## src/design/vmic_pkg.sv

```systemverilog
// ----------------------------------------------------------------------------
// vmic_pkg
// Shared codes, request/result types and a command helper for the valve mode and
// interlock controller.
// ----------------------------------------------------------------------------
package vmic_pkg;

  localparam int MODE_W = 3;
  localparam int CMD_W  = 2;
  localparam int POS_W  = 2;
  localparam int DRV_W  = 3;

  // Mode codes
  localparam logic [MODE_W-1:0] MODE_REMOTE = 3'd0;
  localparam logic [MODE_W-1:0] MODE_AUTO   = 3'd1;
  localparam logic [MODE_W-1:0] MODE_OTHER  = 3'd2;
  localparam logic [MODE_W-1:0] MODE_ALGO   = 3'd3;
  localparam logic [MODE_W-1:0] MODE_REPAIR = 3'd4;

  // Command codes
  localparam logic [CMD_W-1:0] CMD_CLOSE = 2'd0;
  localparam logic [CMD_W-1:0] CMD_HOLD  = 2'd1;
  localparam logic [CMD_W-1:0] CMD_OPEN  = 2'd2;
  localparam logic [CMD_W-1:0] CMD_NONE  = 2'd3;

  // Position codes
  localparam logic [POS_W-1:0] POS_CLOSED  = 2'd0;
  localparam logic [POS_W-1:0] POS_BETWEEN = 2'd1;
  localparam logic [POS_W-1:0] POS_OPEN    = 2'd2;

  typedef struct packed {
    logic              interlock;
    logic              closed_switch;
    logic              open_switch;
    logic              permissive;
    logic              repair;
    logic              local_control;
    logic              local_open;
    logic              local_close;
    logic [CMD_W-1:0]  setpoint_in;
    logic [MODE_W-1:0] mode_request;
    logic [CMD_W-1:0]  command_request;
  } item_t;

  typedef struct packed {
    logic [MODE_W-1:0] mode;
    logic [CMD_W-1:0]  command;
    logic              algorithm;
    logic              handover;
    logic              lat_interlock;
    logic              lat_closed;
    logic              lat_open;
    logic [CMD_W-1:0]  lat_setpoint;
    logic              lat_local_open;
    logic              lat_local_close;
    logic [DRV_W-1:0]  drive;
    logic [POS_W-1:0]  position;
    logic              fault;
  } state_t;

  typedef struct packed {
    logic              drive_close;
    logic              drive_hold;
    logic              drive_open;
    logic [POS_W-1:0]  position;
    logic              fault;
    logic              interlock_indicator;
    logic              interlock_active;
    logic [CMD_W-1:0]  setpoint_out;
    logic [MODE_W-1:0] mode_now;
    logic [CMD_W-1:0]  command_now;
    logic              algorithm_on;
  } result_t;

  // Code three means hold
  function automatic logic [CMD_W-1:0] clamp_cmd(input logic [CMD_W-1:0] v);
    clamp_cmd = (v == CMD_NONE) ? CMD_HOLD : v;
  endfunction

endpackage

```

## src/design/valve_mode_interlock_controller_core.sv

```systemverilog
// ----------------------------------------------------------------------------
// valve_mode_interlock_controller_core
// Valve mode and interlock controller: one result per control tick.
// ----------------------------------------------------------------------------
// Each accepted request is one control tick. It sits in the input register
// while the tick logic updates the controller state and fills the result
// register once that register has room. A request therefore passes through
// the input register and then the result register, and a new request is
// taken every cycle while out_stall is low. The rate is set by the single
// state update per cycle in the tick logic. The interlock position register
// is written through cfg_valid/cfg_ready (always ready) and should only be
// written while no tick is in flight.
module valve_mode_interlock_controller_core (
  input  logic                         clk,
  input  logic                         rst_n,

  input  logic                         cfg_valid,
  output logic                         cfg_ready,
  input  logic [vmic_pkg::CMD_W-1:0]   cfg_interlock_position,

  input  logic                         in_valid,
  output logic                         in_stall,
  input  logic                         in_interlock,
  input  logic                         in_closed_switch,
  input  logic                         in_open_switch,
  input  logic                         in_permissive,
  input  logic                         in_repair,
  input  logic                         in_local_control,
  input  logic                         in_local_open,
  input  logic                         in_local_close,
  input  logic [vmic_pkg::CMD_W-1:0]   in_setpoint_in,
  input  logic [vmic_pkg::MODE_W-1:0]  in_mode_request,
  input  logic [vmic_pkg::CMD_W-1:0]   in_command_request,

  output logic                         out_valid,
  input  logic                         out_stall,
  output logic                         out_drive_close,
  output logic                         out_drive_hold,
  output logic                         out_drive_open,
  output logic [vmic_pkg::POS_W-1:0]   out_position,
  output logic                         out_fault,
  output logic                         out_interlock_indicator,
  output logic                         out_interlock_active,
  output logic [vmic_pkg::CMD_W-1:0]   out_setpoint_out,
  output logic [vmic_pkg::MODE_W-1:0]  out_mode_now,
  output logic [vmic_pkg::CMD_W-1:0]   out_command_now,
  output logic                         out_algorithm_on
);

  localparam vmic_pkg::state_t STATE_RST = '{
    mode:            vmic_pkg::MODE_REMOTE,
    command:         vmic_pkg::CMD_HOLD,
    algorithm:       1'b0,
    handover:        1'b0,
    lat_interlock:   1'b0,
    lat_closed:      1'b0,
    lat_open:        1'b0,
    lat_setpoint:    vmic_pkg::CMD_CLOSE,
    lat_local_open:  1'b0,
    lat_local_close: 1'b0,
    drive:           '0,
    position:        vmic_pkg::POS_CLOSED,
    fault:           1'b0
  };

  vmic_pkg::item_t                in_item;
  vmic_pkg::item_t                item;
  logic                           item_valid;
  vmic_pkg::state_t               state_r;
  vmic_pkg::state_t               state_nxt;
  vmic_pkg::state_t               tick_state;
  vmic_pkg::result_t              tick_res;
  vmic_pkg::result_t              res;
  logic [vmic_pkg::CMD_W-1:0]     ilock_pos_r;
  logic [vmic_pkg::CMD_W-1:0]     ilock_pos_nxt;
  logic                           out_free;
  logic                           fire;

  assign cfg_ready = 1'b1;

  assign in_item.interlock       = in_interlock;
  assign in_item.closed_switch   = in_closed_switch;
  assign in_item.open_switch     = in_open_switch;
  assign in_item.permissive      = in_permissive;
  assign in_item.repair          = in_repair;
  assign in_item.local_control   = in_local_control;
  assign in_item.local_open      = in_local_open;
  assign in_item.local_close     = in_local_close;
  assign in_item.setpoint_in     = in_setpoint_in;
  assign in_item.mode_request    = in_mode_request;
  assign in_item.command_request = in_command_request;

  // advance the held request when the result register has room
  assign fire = item_valid && out_free;

  vmic_in_stage u_in_stage (
    .clk        (clk),
    .rst_n      (rst_n),
    .in_valid   (in_valid),
    .in_item    (in_item),
    .take       (fire),
    .in_stall   (in_stall),
    .item_valid (item_valid),
    .item       (item)
  );

  vmic_tick u_tick (
    .item      (item),
    .st        (state_r),
    .ilock_pos (ilock_pos_r),
    .st_nxt    (tick_state),
    .res       (tick_res)
  );

  assign state_nxt     = fire ? tick_state : state_r;
  assign ilock_pos_nxt = (cfg_valid && cfg_ready) ? cfg_interlock_position : ilock_pos_r;

  always_ff @(posedge clk) begin
    if (!rst_n) begin
      state_r     <= STATE_RST;
      ilock_pos_r <= vmic_pkg::CMD_CLOSE;
    end else begin
      state_r     <= state_nxt;
      ilock_pos_r <= ilock_pos_nxt;
    end
  end

  vmic_out_stage u_out_stage (
    .clk       (clk),
    .rst_n     (rst_n),
    .load      (fire),
    .res       (tick_res),
    .out_stall (out_stall),
    .free      (out_free),
    .out_valid (out_valid),
    .out_res   (res)
  );

  assign out_drive_close         = res.drive_close;
  assign out_drive_hold          = res.drive_hold;
  assign out_drive_open          = res.drive_open;
  assign out_position            = res.position;
  assign out_fault               = res.fault;
  assign out_interlock_indicator = res.interlock_indicator;
  assign out_interlock_active    = res.interlock_active;
  assign out_setpoint_out        = res.setpoint_out;
  assign out_mode_now            = res.mode_now;
  assign out_command_now         = res.command_now;
  assign out_algorithm_on        = res.algorithm_on;

endmodule

```

## src/design/vmic_in_stage.sv

```systemverilog
// ----------------------------------------------------------------------------
// vmic_in_stage
// Input register: holds one request until the tick logic consumes it.
// ----------------------------------------------------------------------------
module vmic_in_stage (
  input  logic            clk,
  input  logic            rst_n,
  input  logic            in_valid,
  input  vmic_pkg::item_t in_item,
  input  logic            take,
  output logic            in_stall,
  output logic            item_valid,
  output vmic_pkg::item_t item
);

  logic            valid_r;
  logic            valid_nxt;
  vmic_pkg::item_t item_r;
  logic            load;

  // hold off a new request only while the held one cannot move on
  assign in_stall  = valid_r && !take;
  assign load      = in_valid && !in_stall;
  assign valid_nxt = load ? 1'b1 : (take ? 1'b0 : valid_r);

  always_ff @(posedge clk) begin
    if (!rst_n) begin
      valid_r <= 1'b0;
    end else begin
      valid_r <= valid_nxt;
    end
  end

  always_ff @(posedge clk) begin
    if (load) begin
      item_r <= in_item;
    end
  end

  assign item_valid = valid_r;
  assign item       = item_r;

endmodule

```

## src/design/vmic_tick.sv

```systemverilog
// ----------------------------------------------------------------------------
// vmic_tick
// One control tick: operator writes, repair, latching, algorithm hand-over,
// local buttons, remote/auto link, interlock override, position, drive and fault.
// ----------------------------------------------------------------------------
module vmic_tick (
  input  vmic_pkg::item_t             item,
  input  vmic_pkg::state_t            st,
  input  logic [vmic_pkg::CMD_W-1:0]  ilock_pos,
  output vmic_pkg::state_t            st_nxt,
  output vmic_pkg::result_t           res
);

  vmic_pkg::state_t s;
  logic             ind;
  logic             act;

  always_comb begin
    s = st;

    if (item.mode_request <= vmic_pkg::MODE_ALGO) begin
      s.mode = item.mode_request;
    end
    if (item.command_request <= vmic_pkg::CMD_OPEN) begin
      s.command = item.command_request;
    end

    // indicators see the interlock latched on an earlier tick
    ind = st.lat_interlock;
    act = st.lat_interlock && !st.algorithm;

    if (!item.permissive && !st.algorithm) begin
      // ignored tick: operator writes only
    end else if (item.repair) begin
      s.mode    = vmic_pkg::MODE_REPAIR;
      s.command = vmic_pkg::CMD_HOLD;
    end else begin
      s.lat_interlock   = item.interlock;
      s.lat_closed      = item.closed_switch;
      s.lat_open        = item.open_switch;
      s.lat_setpoint    = vmic_pkg::clamp_cmd(item.setpoint_in);
      s.lat_local_open  = item.local_open;
      s.lat_local_close = item.local_close;

      if (s.mode == vmic_pkg::MODE_REPAIR) begin
        s.algorithm = 1'b1;
        s.mode      = vmic_pkg::MODE_ALGO;
      end
      if (!s.algorithm && s.mode == vmic_pkg::MODE_ALGO) begin
        s.mode = vmic_pkg::MODE_REMOTE;
      end
      if ((s.mode == vmic_pkg::MODE_REMOTE || s.mode == vmic_pkg::MODE_AUTO) &&
          s.handover) begin
        s.handover  = 1'b0;
        s.algorithm = 1'b0;
      end

      if (s.algorithm && !s.handover) begin
        // hand over to the algorithm; drive outputs stay as they were
        s.mode     = vmic_pkg::MODE_ALGO;
        s.handover = 1'b1;
      end else begin
        if (item.local_control) begin
          if (s.lat_local_open) begin
            s.command = vmic_pkg::CMD_OPEN;
          end else if (s.lat_local_close) begin
            s.command = vmic_pkg::CMD_CLOSE;
          end else begin
            s.command = vmic_pkg::CMD_HOLD;
          end
        end

        if (s.mode == vmic_pkg::MODE_REMOTE) begin
          s.lat_setpoint = s.command;
        end else if (s.mode == vmic_pkg::MODE_AUTO) begin
          s.command = s.lat_setpoint;
        end

        if (s.lat_interlock && !s.algorithm) begin
          s.mode    = vmic_pkg::MODE_REMOTE;
          s.command = vmic_pkg::clamp_cmd(ilock_pos);
        end

        if (s.lat_closed && !s.lat_open) begin
          s.position = vmic_pkg::POS_CLOSED;
        end else if (!s.lat_closed && s.lat_open) begin
          s.position = vmic_pkg::POS_OPEN;
        end else begin
          s.position = vmic_pkg::POS_BETWEEN;
        end

        s.drive = vmic_pkg::DRV_W'(1) << s.command;
        s.fault = (s.position != s.command);
      end
    end

    st_nxt = s;

    res.drive_close         = s.drive[0];
    res.drive_hold          = s.drive[1];
    res.drive_open          = s.drive[2];
    res.position            = s.position;
    res.fault               = s.fault;
    res.interlock_indicator = ind;
    res.interlock_active    = act;
    res.setpoint_out        = s.lat_setpoint;
    res.mode_now            = s.mode;
    res.command_now         = s.command;
    res.algorithm_on        = s.algorithm;
  end

endmodule

```

## src/design/vmic_out_stage.sv

```systemverilog
// ----------------------------------------------------------------------------
// vmic_out_stage
// Result register: holds one result until the receiver takes it.
// ----------------------------------------------------------------------------
module vmic_out_stage (
  input  logic              clk,
  input  logic              rst_n,
  input  logic              load,
  input  vmic_pkg::result_t res,
  input  logic              out_stall,
  output logic              free,
  output logic              out_valid,
  output vmic_pkg::result_t out_res
);

  logic              valid_r;
  logic              valid_nxt;
  vmic_pkg::result_t res_r;

  // room when empty or when the held result leaves this cycle
  assign free      = !valid_r || !out_stall;
  assign valid_nxt = load ? 1'b1 : (out_stall ? valid_r : 1'b0);

  always_ff @(posedge clk) begin
    if (!rst_n) begin
      valid_r <= 1'b0;
    end else begin
      valid_r <= valid_nxt;
    end
  end

  always_ff @(posedge clk) begin
    if (load) begin
      res_r <= res;
    end
  end

  assign out_valid = valid_r;
  assign out_res   = res_r;

endmodule
```

## config.mk

```make
export PLATFORM = sky130hd
export DESIGN_NAME = valve_mode_interlock_controller_core
export DESIGN_NICKNAME = d
export VERILOG_FILES = /design/src/design/vmic_pkg.sv /design/src/design/valve_mode_interlock_controller_core.sv /design/src/design/vmic_in_stage.sv /design/src/design/vmic_tick.sv /design/src/design/vmic_out_stage.sv
export SDC_FILE = /design/constraint.sdc
export NUM_CORES = 1
export LEC_CHECK = 0
export ABC_AREA = 1
export BUFFER_PORTS_ARGS = -buffer_cell sky130_fd_sc_hd__buf_2
export CAP_MARGIN = 30
export CORE_ASPECT_RATIO = 1.5
export CORE_UTILIZATION = 45
export CTS_CLUSTER_DIAMETER = 50
export CTS_CLUSTER_SIZE = 10
export DETAILED_ROUTE_END_ITERATION = 8
export HOLD_SLACK_MARGIN = 0.05
export PLACE_DENSITY = 0.63
export SLEW_MARGIN = 20
export SYNTH_ARGS = -nofsm -noshare
export SYNTH_HDL_FRONTEND = slang
export SYNTH_SLANG_ARGS = --single-unit
```

## constraint.sdc

```tcl
create_clock -name clk -period 2.1 [get_ports clk]
set_input_delay 0.105 -clock clk [delete_from_list [all_inputs] [get_ports clk]]
set_output_delay 0.105 -clock clk [all_outputs]
set_load 0.03 [all_outputs]
```

==> metrics.md, run 1 <==
| Metric | Value |
|---|---|
| Status | complete, no violations |
| Post-synthesis cell count | between 200 and 300 |
| CTS Hold Buffers Added | 16 |
| Synth top area cells | edfxtp_1 (39%), dfxtp_1 (17%), nand2_1 (7.9%) |
| Initial antenna violation count | 0 |
| Total routed wirelength | 4.525 mm |
| Starting Density | approximately 46% |
| Rel. slew slack | between 60 and 70% |
| Critical Path Fanout Max | 6 |
| Layout Skew | between 0.006 and 0.007 ns |
| Largest area contributor in the netlist | edfxtp_1 |
| Vias in the first global route | between 1.5k and 2k |
| Multi-input logic area | roughly 840 um2 |
| Cell Area, Synth | 2372 um2 |
| WL/cell | 11.75 um |
| DRC errors left | 0 |
| Seq. cell area | ~1300 um2 |
| #FFs+latches synth | a little over 50 |
| Ant diodes | 0 |
| CTS clk-pin slew, worst paths | approximately 0.090 ns |
| Worst Hold Class | primary input to register |
| Data required, critical path | 2.16 ns |
| Crit-path slowest cell | edfxtp_1 |
| Area Growth Syn to Fin | 22.20% |
| CTS tree | built |
| Slowest stage delay, CP | 0.49 ns |
| Final Cell Area | 2899 um2 |
| Seq/Total Area, Yosys | approximately 56% |
| Core Rows | 32 |
| Setup violators final | 0 |
| Syn_area_per_cell | roughly 9.3 um2 |
| Placer Congestion | ~0.88 |
| Period utilization | 92.37% |
| Share of cells above drive strength 1 | a little over a quarter |
| Core Area | about 5000 um2 |
| Final number of hold-violating endpoints | 0 |
| # H-tree levels | 2 |
| Inserted Clock Buffers | 5 |
| Die Y | a little over 90 um |
| CP bufs+invs | 3 |
| LEAKAGE | roughly 1.3 nW |
| Fillers | slightly above 500 |
| Total die area | 5572 um2 |
| Unique cell type count in the Yosys netlist | 31 |
| Slew at the pin with the worst max-slew slack | between 0.5 and 0.6 ns |
| Setup crit start kind | register |
| Net count, final | between 300 and 400 |
| Min Tclk post-route | 1.940 ns |
| Unrepaired setup endpoints after global routing | no |
| Hold_ws | a little under 0.07 ns |
| Peak supply drop | about 0.00045 V |
| Yosys top cell area share | 39.24% |
| Arr. time, crit path | roughly 2.0 ns |
| Vias | about 1.8k |
| Clk Latency, worst-skew pair | ~0.30 ns |
| CP endpoint kind | register |
| Setup Buffers After CTS | 0 |
| Dpl cell area | approximately 2700 um2 |
| Io pins | 41 |
| First-pass iteration count of the detailed router | 4 |
| Max-Cap Viols | 0 |
| Fmax | between 0.5 and 0.6 GHz |
| Clk sinks | 51 |
| Post-Syn Nets | roughly 280 |
| CP delay by family, top | simple AND/OR/NAND/NOR gates |
| PostCTS Resize Cnt | 0 |
| Dpl hpwl | about 3.3 mm |
| Worst-path cell chain | nand2_1 -> inv_2 -> nand3_4 -> nand2_4 -> nand2_4 -> inv_4 -> nor2_8 -> nand3_2 -> nand2_2 -> nand3_2 -> nand2_2 -> inv_1 |
| Crit path kind | register to register |
| GRT Total Usage | between 15 and 20% |
| Die width | ~60 um |
| Grt ovf | 0 |
| Setup tns final | 0 ns |
| DRT antenna net count | 0 |
| Pwr Density | roughly 720 nW/um2 |
| Port-buffer cells | 39 |
| Vias per cell | about 4.7 |
| Global-route wire length before repair | ~7.5 mm |
| Slew Limit Fails | 0 |
| Synth warn | 0 |
| CTS Buffer Depth | 2 |
| Root Buffer | clkbuf_8 |
| Largest net degree at the start of global routing | 30 |
| Iter 0 DRT Violations | 43 |
[final timing paths]
| path | slack (ns) | cells past startpoint | to | start |
|---|---|---|---|---|
| hold / removal | 0.07 | 3 | u_in_stage.item_valid | in_valid |
| setup reg to reg | 0.16 | 12 | u_out_stage.out_res[10] | u_in_stage.item[4] |
| setup / recovery | 0.16 | 12 | u_out_stage.out_res[10] | u_in_stage.item[4] |
| hold reg to reg | 0.47 | 0 | u_out_stage.out_res[9] | state_r[12] |
[layout make-up]
cell class | count | share of cell area, %
flip-flops and latches | 51 | 45.92
multi-input cells | 153 | 29.05
repair buffers | 58 | 13.03
inverters | 47 | 6.258
well taps | 68 | 2.935
clock buffers | 7 | 2.633
clock inverters | 1 | 0.1726
[flip-flops by register name, indices dropped and copies added (netlist names)]
register	flops
ilock_pos_r	2
state_r	16
u_in_stage.item	15
u_in_stage.item_valid	1
u_out_stage.out_res	16
u_out_stage.out_valid	1
[worst min-delay path, stage by stage]
cell and delay (ns):
buf_2 0.09, nand2_1 0.07, a21oi_1 0.05
[synthesized netlist by cell type]
library cell and instances:
nand3_2 5, dfxtp_1 20, nor2_2 2, o22ai_2 1
buf_4 1, o2111ai_1 1, clkbuf_1 2, a211oi_1 1
inv_2 3, conb_1 1, nand4_1 1, o21ai_0 16
a21boi_0 2, o221ai_2 1, o21ai_2 5, or2_1 1
a21oi_1 16, buf_2 1, edfxtp_1 31, a21oi_2 2
nand2_2 8, nand2_1 50, ha_1 1, nor2_1 14
o21ai_1 4, inv_1 42, nand3_1 15, nand2_4 4
nand3_4 1, nor2_8 1, inv_4 2
[layer usage]
metal | up-vias | GRT usage (%) | wire length, um
li1 | 951 | - | -
met1 | 807 | 20.85 | 1911
met2 | 31 | 32.61 | 2427
met3 | 5 | 3.868 | 122
met4 | 0 | 6.250 | 63
met5 | - | 0 | 0
[stage by stage]
stage / power (mW) / utilization [%] / setup slack, ns / instances
after global placement: 1.550 / 51.86 / 0.2465 / 361
after detailed placement: 1.554 / 51.86 / 0.1795 / 361
after global routing: 2.194 / 56.57 / 0.001091 / 385
after floorplan: 1.456 / - / 0.3286 / 255
final: 2.078 / 56.57 / 0.1602 / 385
after CTS: 2.103 / 56.57 / 0.1584 / 385
[cells in the final DEF (no fill, tap or decap), drive strengths merged, types with 2 or more instances in the layout]
cell type and n:
nor2 17, dlygate4sd3 16, buf 42, nand2 62, edfxtp 31, nand3 21, o21ai 25, clkbuf 7
a21boi 2, dfxtp 20, a21oi 18, inv 47
[cell families after synthesis]
kind of cell	count (synthesis)	synth area share [%]
compound gates	49	12.66
fa+ha+maj	1	0.5273
buf+inv	51	8.491
flops	51	56.12
other cells	1	0.1581
simple gates	102	22.05
[report_power, final]
group	switching (mW)	total, mW	internal (mW)
Combinational	0.252	0.390	0.138
Sequential	0.0270	1.16	1.13
Clock	0.294	0.528	0.234
No activity file was read; power rests on OpenSTA's default activity.
==> run 2: changes to the inputs <==
==> constraint.sdc (replaced) <==
create_clock -name clk -period 2.1 [get_ports clk]
set_input_delay 0.105 -clock clk [delete_from_list [all_inputs] [get_ports clk]]
set_output_delay 0.105 -clock clk [all_outputs]
set_load 0.05 [all_outputs]
==> metrics.md, run 2 (synthesis results as in run 1) <==
| Metric | Value |
|---|---|
| Crit. Startpoint | u_in_stage.item[4] (unchanged) |
| Initial antenna violation count | 0 (unchanged) |
| Vias in the first global route | 1766 (was 1740) |
| Crit-path slowest cell | edfxtp_1 (unchanged) |
| Most frequent cells in the layout | nand2_1 (50), inv_1 (42), buf_2 (39) (unchanged) |
| First-pass iteration count of the detailed router | 4 (unchanged) |
| CP endpoint kind | register (unchanged) |
| Final number of hold-violating endpoints | 0 (unchanged) |
| Met2 Usage GRT | 32.52% (was 32.61%) |
| Inserted Clock Buffers | 5 (unchanged) |
| Min Tclk post-route | 1.940 ns (about the same) |
| Vias | 1851 (was 1794) |
| Iter 0 DRT Violations | 49 (was 43) |
| Share of cells above drive strength 1 | 27.04% (was 26.50%) |
| Pwr Density | 731.6 nW/um2 (was 716.9 nW/um2) |
| Critical Path Fanout Max | 6 (unchanged) |
| Die Y | 90.93 um (unchanged) |
| Met1 Use GR | 21.03% (was 20.85%) |
| Largest net degree at the start of global routing | 30 (unchanged) |
| Worst-path cell chain | nand2_1 -> inv_2 -> nand3_4 -> nand2_4 -> nand2_4 -> inv_4 -> nor2_8 -> nand3_2 -> nand2_2 -> nand3_2 -> nand2_2 -> inv_1 (unchanged) |
| Global route hottest layer | met2 (unchanged) |
| PostCTS Resize Cnt | 0 (unchanged) |
| Setup crit start kind | register (unchanged) |
| Final Cell Area | 2909 um2 (was 2899 um2) |
| Data required, critical path | 2.17 ns (was 2.16 ns) |
| Dpl hpwl | 3.308 mm (was 3.317 mm) |
| Placer Congestion | 0.8977 (was 0.8754) |
| Dpl cell area | 2660 um2 (was 2658 um2) |
| CTS tree | built (unchanged) |
| Port-buffer cells | 39 (unchanged) |
| Pre-CTS setup slack | 0.1842 ns (was 0.1795 ns) |
| DRT antenna net count | 0 (unchanged) |
| Clk sinks | 51 (unchanged) |
| Crit path kind | register to register (unchanged) |
| Die width | 61.29 um (unchanged) |
| Final setup margin | 0.1605 ns (was 0.1602 ns) |
| Area Growth Syn to Fin | 22.63% (was 22.20%) |
| Setup violators final | 0 (unchanged) |
| Worst Hold Class | primary input to register (unchanged) |
| Arr. time, crit path | 2.01 ns (was 2.00 ns) |
| Slowest stage delay, CP | 0.49 ns (about the same) |
| Period utilization | 92.36% (was 92.37%) |
| GRT met3 Usage | 3.438% (was 3.868%) |
| Unrepaired setup endpoints after global routing | no (unchanged) |
| Global-route wire length before repair | 7.610 mm (was 7.500 mm) |
| Setup tns final | 0 ns (unchanged) |
| Slew at the pin with the worst max-slew slack | 0.5883 ns (was 0.5689 ns) |
| Hold_ws | 0.06483 ns (was 0.06950 ns) |
| Slew Limit Fails | 0 (unchanged) |
| Io pins | 41 (unchanged) |
| Commonest non-fill, non-tap cell in the layout | nand2_1 (unchanged) |
| Starting Density | 46.29% (unchanged) |
| Fmax | 0.5156 GHz (was 0.5155 GHz) |
| Root Buffer | clkbuf_8 (unchanged) |
| Total die area | 5572 um2 (unchanged) |
| LEAKAGE | 1.335 nW (was 1.331 nW) |
| Grt ovf | 0 (unchanged) |
| R2R Path Start | u_in_stage.item[4] (unchanged) |
| Rel. slew slack | 60.74% (was 62.03%) |
| DRC errors left | 0 (unchanged) |
| Ant diodes | 0 (unchanged) |
| Peak supply drop | 0.0004460 V (was 0.0004497 V) |
| Overall Power | 2.128 mW (was 2.078 mW) |
| CTS Buffer Depth | 2 (unchanged) |
| Status | complete, no violations (unchanged) |
| WL/cell | 11.94 um (was 11.75 um) |
| Max-Cap Viols | 0 (unchanged) |
| Core Area | 5125 um2 (unchanged) |
| Fillers | 487 (was 503) |
| Core Rows | 32 (unchanged) |
| Total routed wirelength | 4.609 mm (was 4.525 mm) |
| # H-tree levels | 2 (unchanged) |
| GRT Total Usage | 18.56% (was 18.43%) |
| CTS clk-pin slew, worst paths | 0.09 ns (about the same) |
| Vias per cell | 4.795 (was 4.660) |
| Worst Hold Launch | in_valid (unchanged) |
| Clk Latency, worst-skew pair | 0.30 ns (about the same) |
| Layout Skew | 0.002565 ns (was 0.006412 ns) |
| Net count, final | 340 (was 339) |
-- run 2: cell count changes in the layout (fill, tap and decap cells not counted) --
cell,change
nor2_1,-1
nor2_2,+1
buf_4,+1
-- run 2: critical path, delay by kind of cell, from the launching register on --
| family | cells | cell delay, ns |
|---|---|---|
| and+or+nand+nor | 9 | 1.01 |
| buffers and inverters | 3 | 0.19 |
| DFF | 1 | 0.49 |
-- run 2: stage by stage --
stage | instances | utilization [%]
after floorplan | 255 | -
after global placement | 361 | 51.90
after detailed placement | 361 | 51.90
after CTS | 385 | 56.62
after global routing | 386 | 56.76
final | 386 | 56.76
-- run 2: layout make-up --
type | count | area, um2 | share of cell area [%]
tap | 68 | 85.08 | 2.925
multi-input combinational | 153 | 844.6 | 29.03
sequential | 51 | 1331 | 45.76
inverter | 47 | 181.4 | 6.237
clock buffer | 7 | 76.32 | 2.624
clock inverter | 1 | 5.005 | 0.1720
timing repair buffer | 59 | 385.4 | 13.25
-- run 2: worst paths after layout --
check | end | slack, ns | cells after the start
min reg2reg | u_out_stage.out_res[9] | 0.46 | 0
max | u_out_stage.out_res[10] | 0.16 | 12
min | u_in_stage.item_valid | 0.06 | 3
max reg2reg | u_out_stage.out_res[10] | 0.16 | 12
-- run 2: per-layer routing --
metal / part of all wire, % / wire, um
met5: 0 / 0
met4: 1.8 / 83
met3: 4.0 / 183
met2: 52 / 2380
met1: 43 / 1961
-- run 2: repair_timing --
| action | CTS | global route |
|---|---|---|
| hold endpoints to repair | 16 | 0 |
| buffers inserted | 0 | 1 |
| endpoints found under the setup margin | 0 | 1 |
| hold buffers | 16 | 0 |
-- run 2: power by group --
part / internal, mW / switching [mW]
combinational: 0.140 / 0.287
clock: 0.234 / 0.306
sequential: 1.13 / 0.0270
total: 1.51 / 0.620
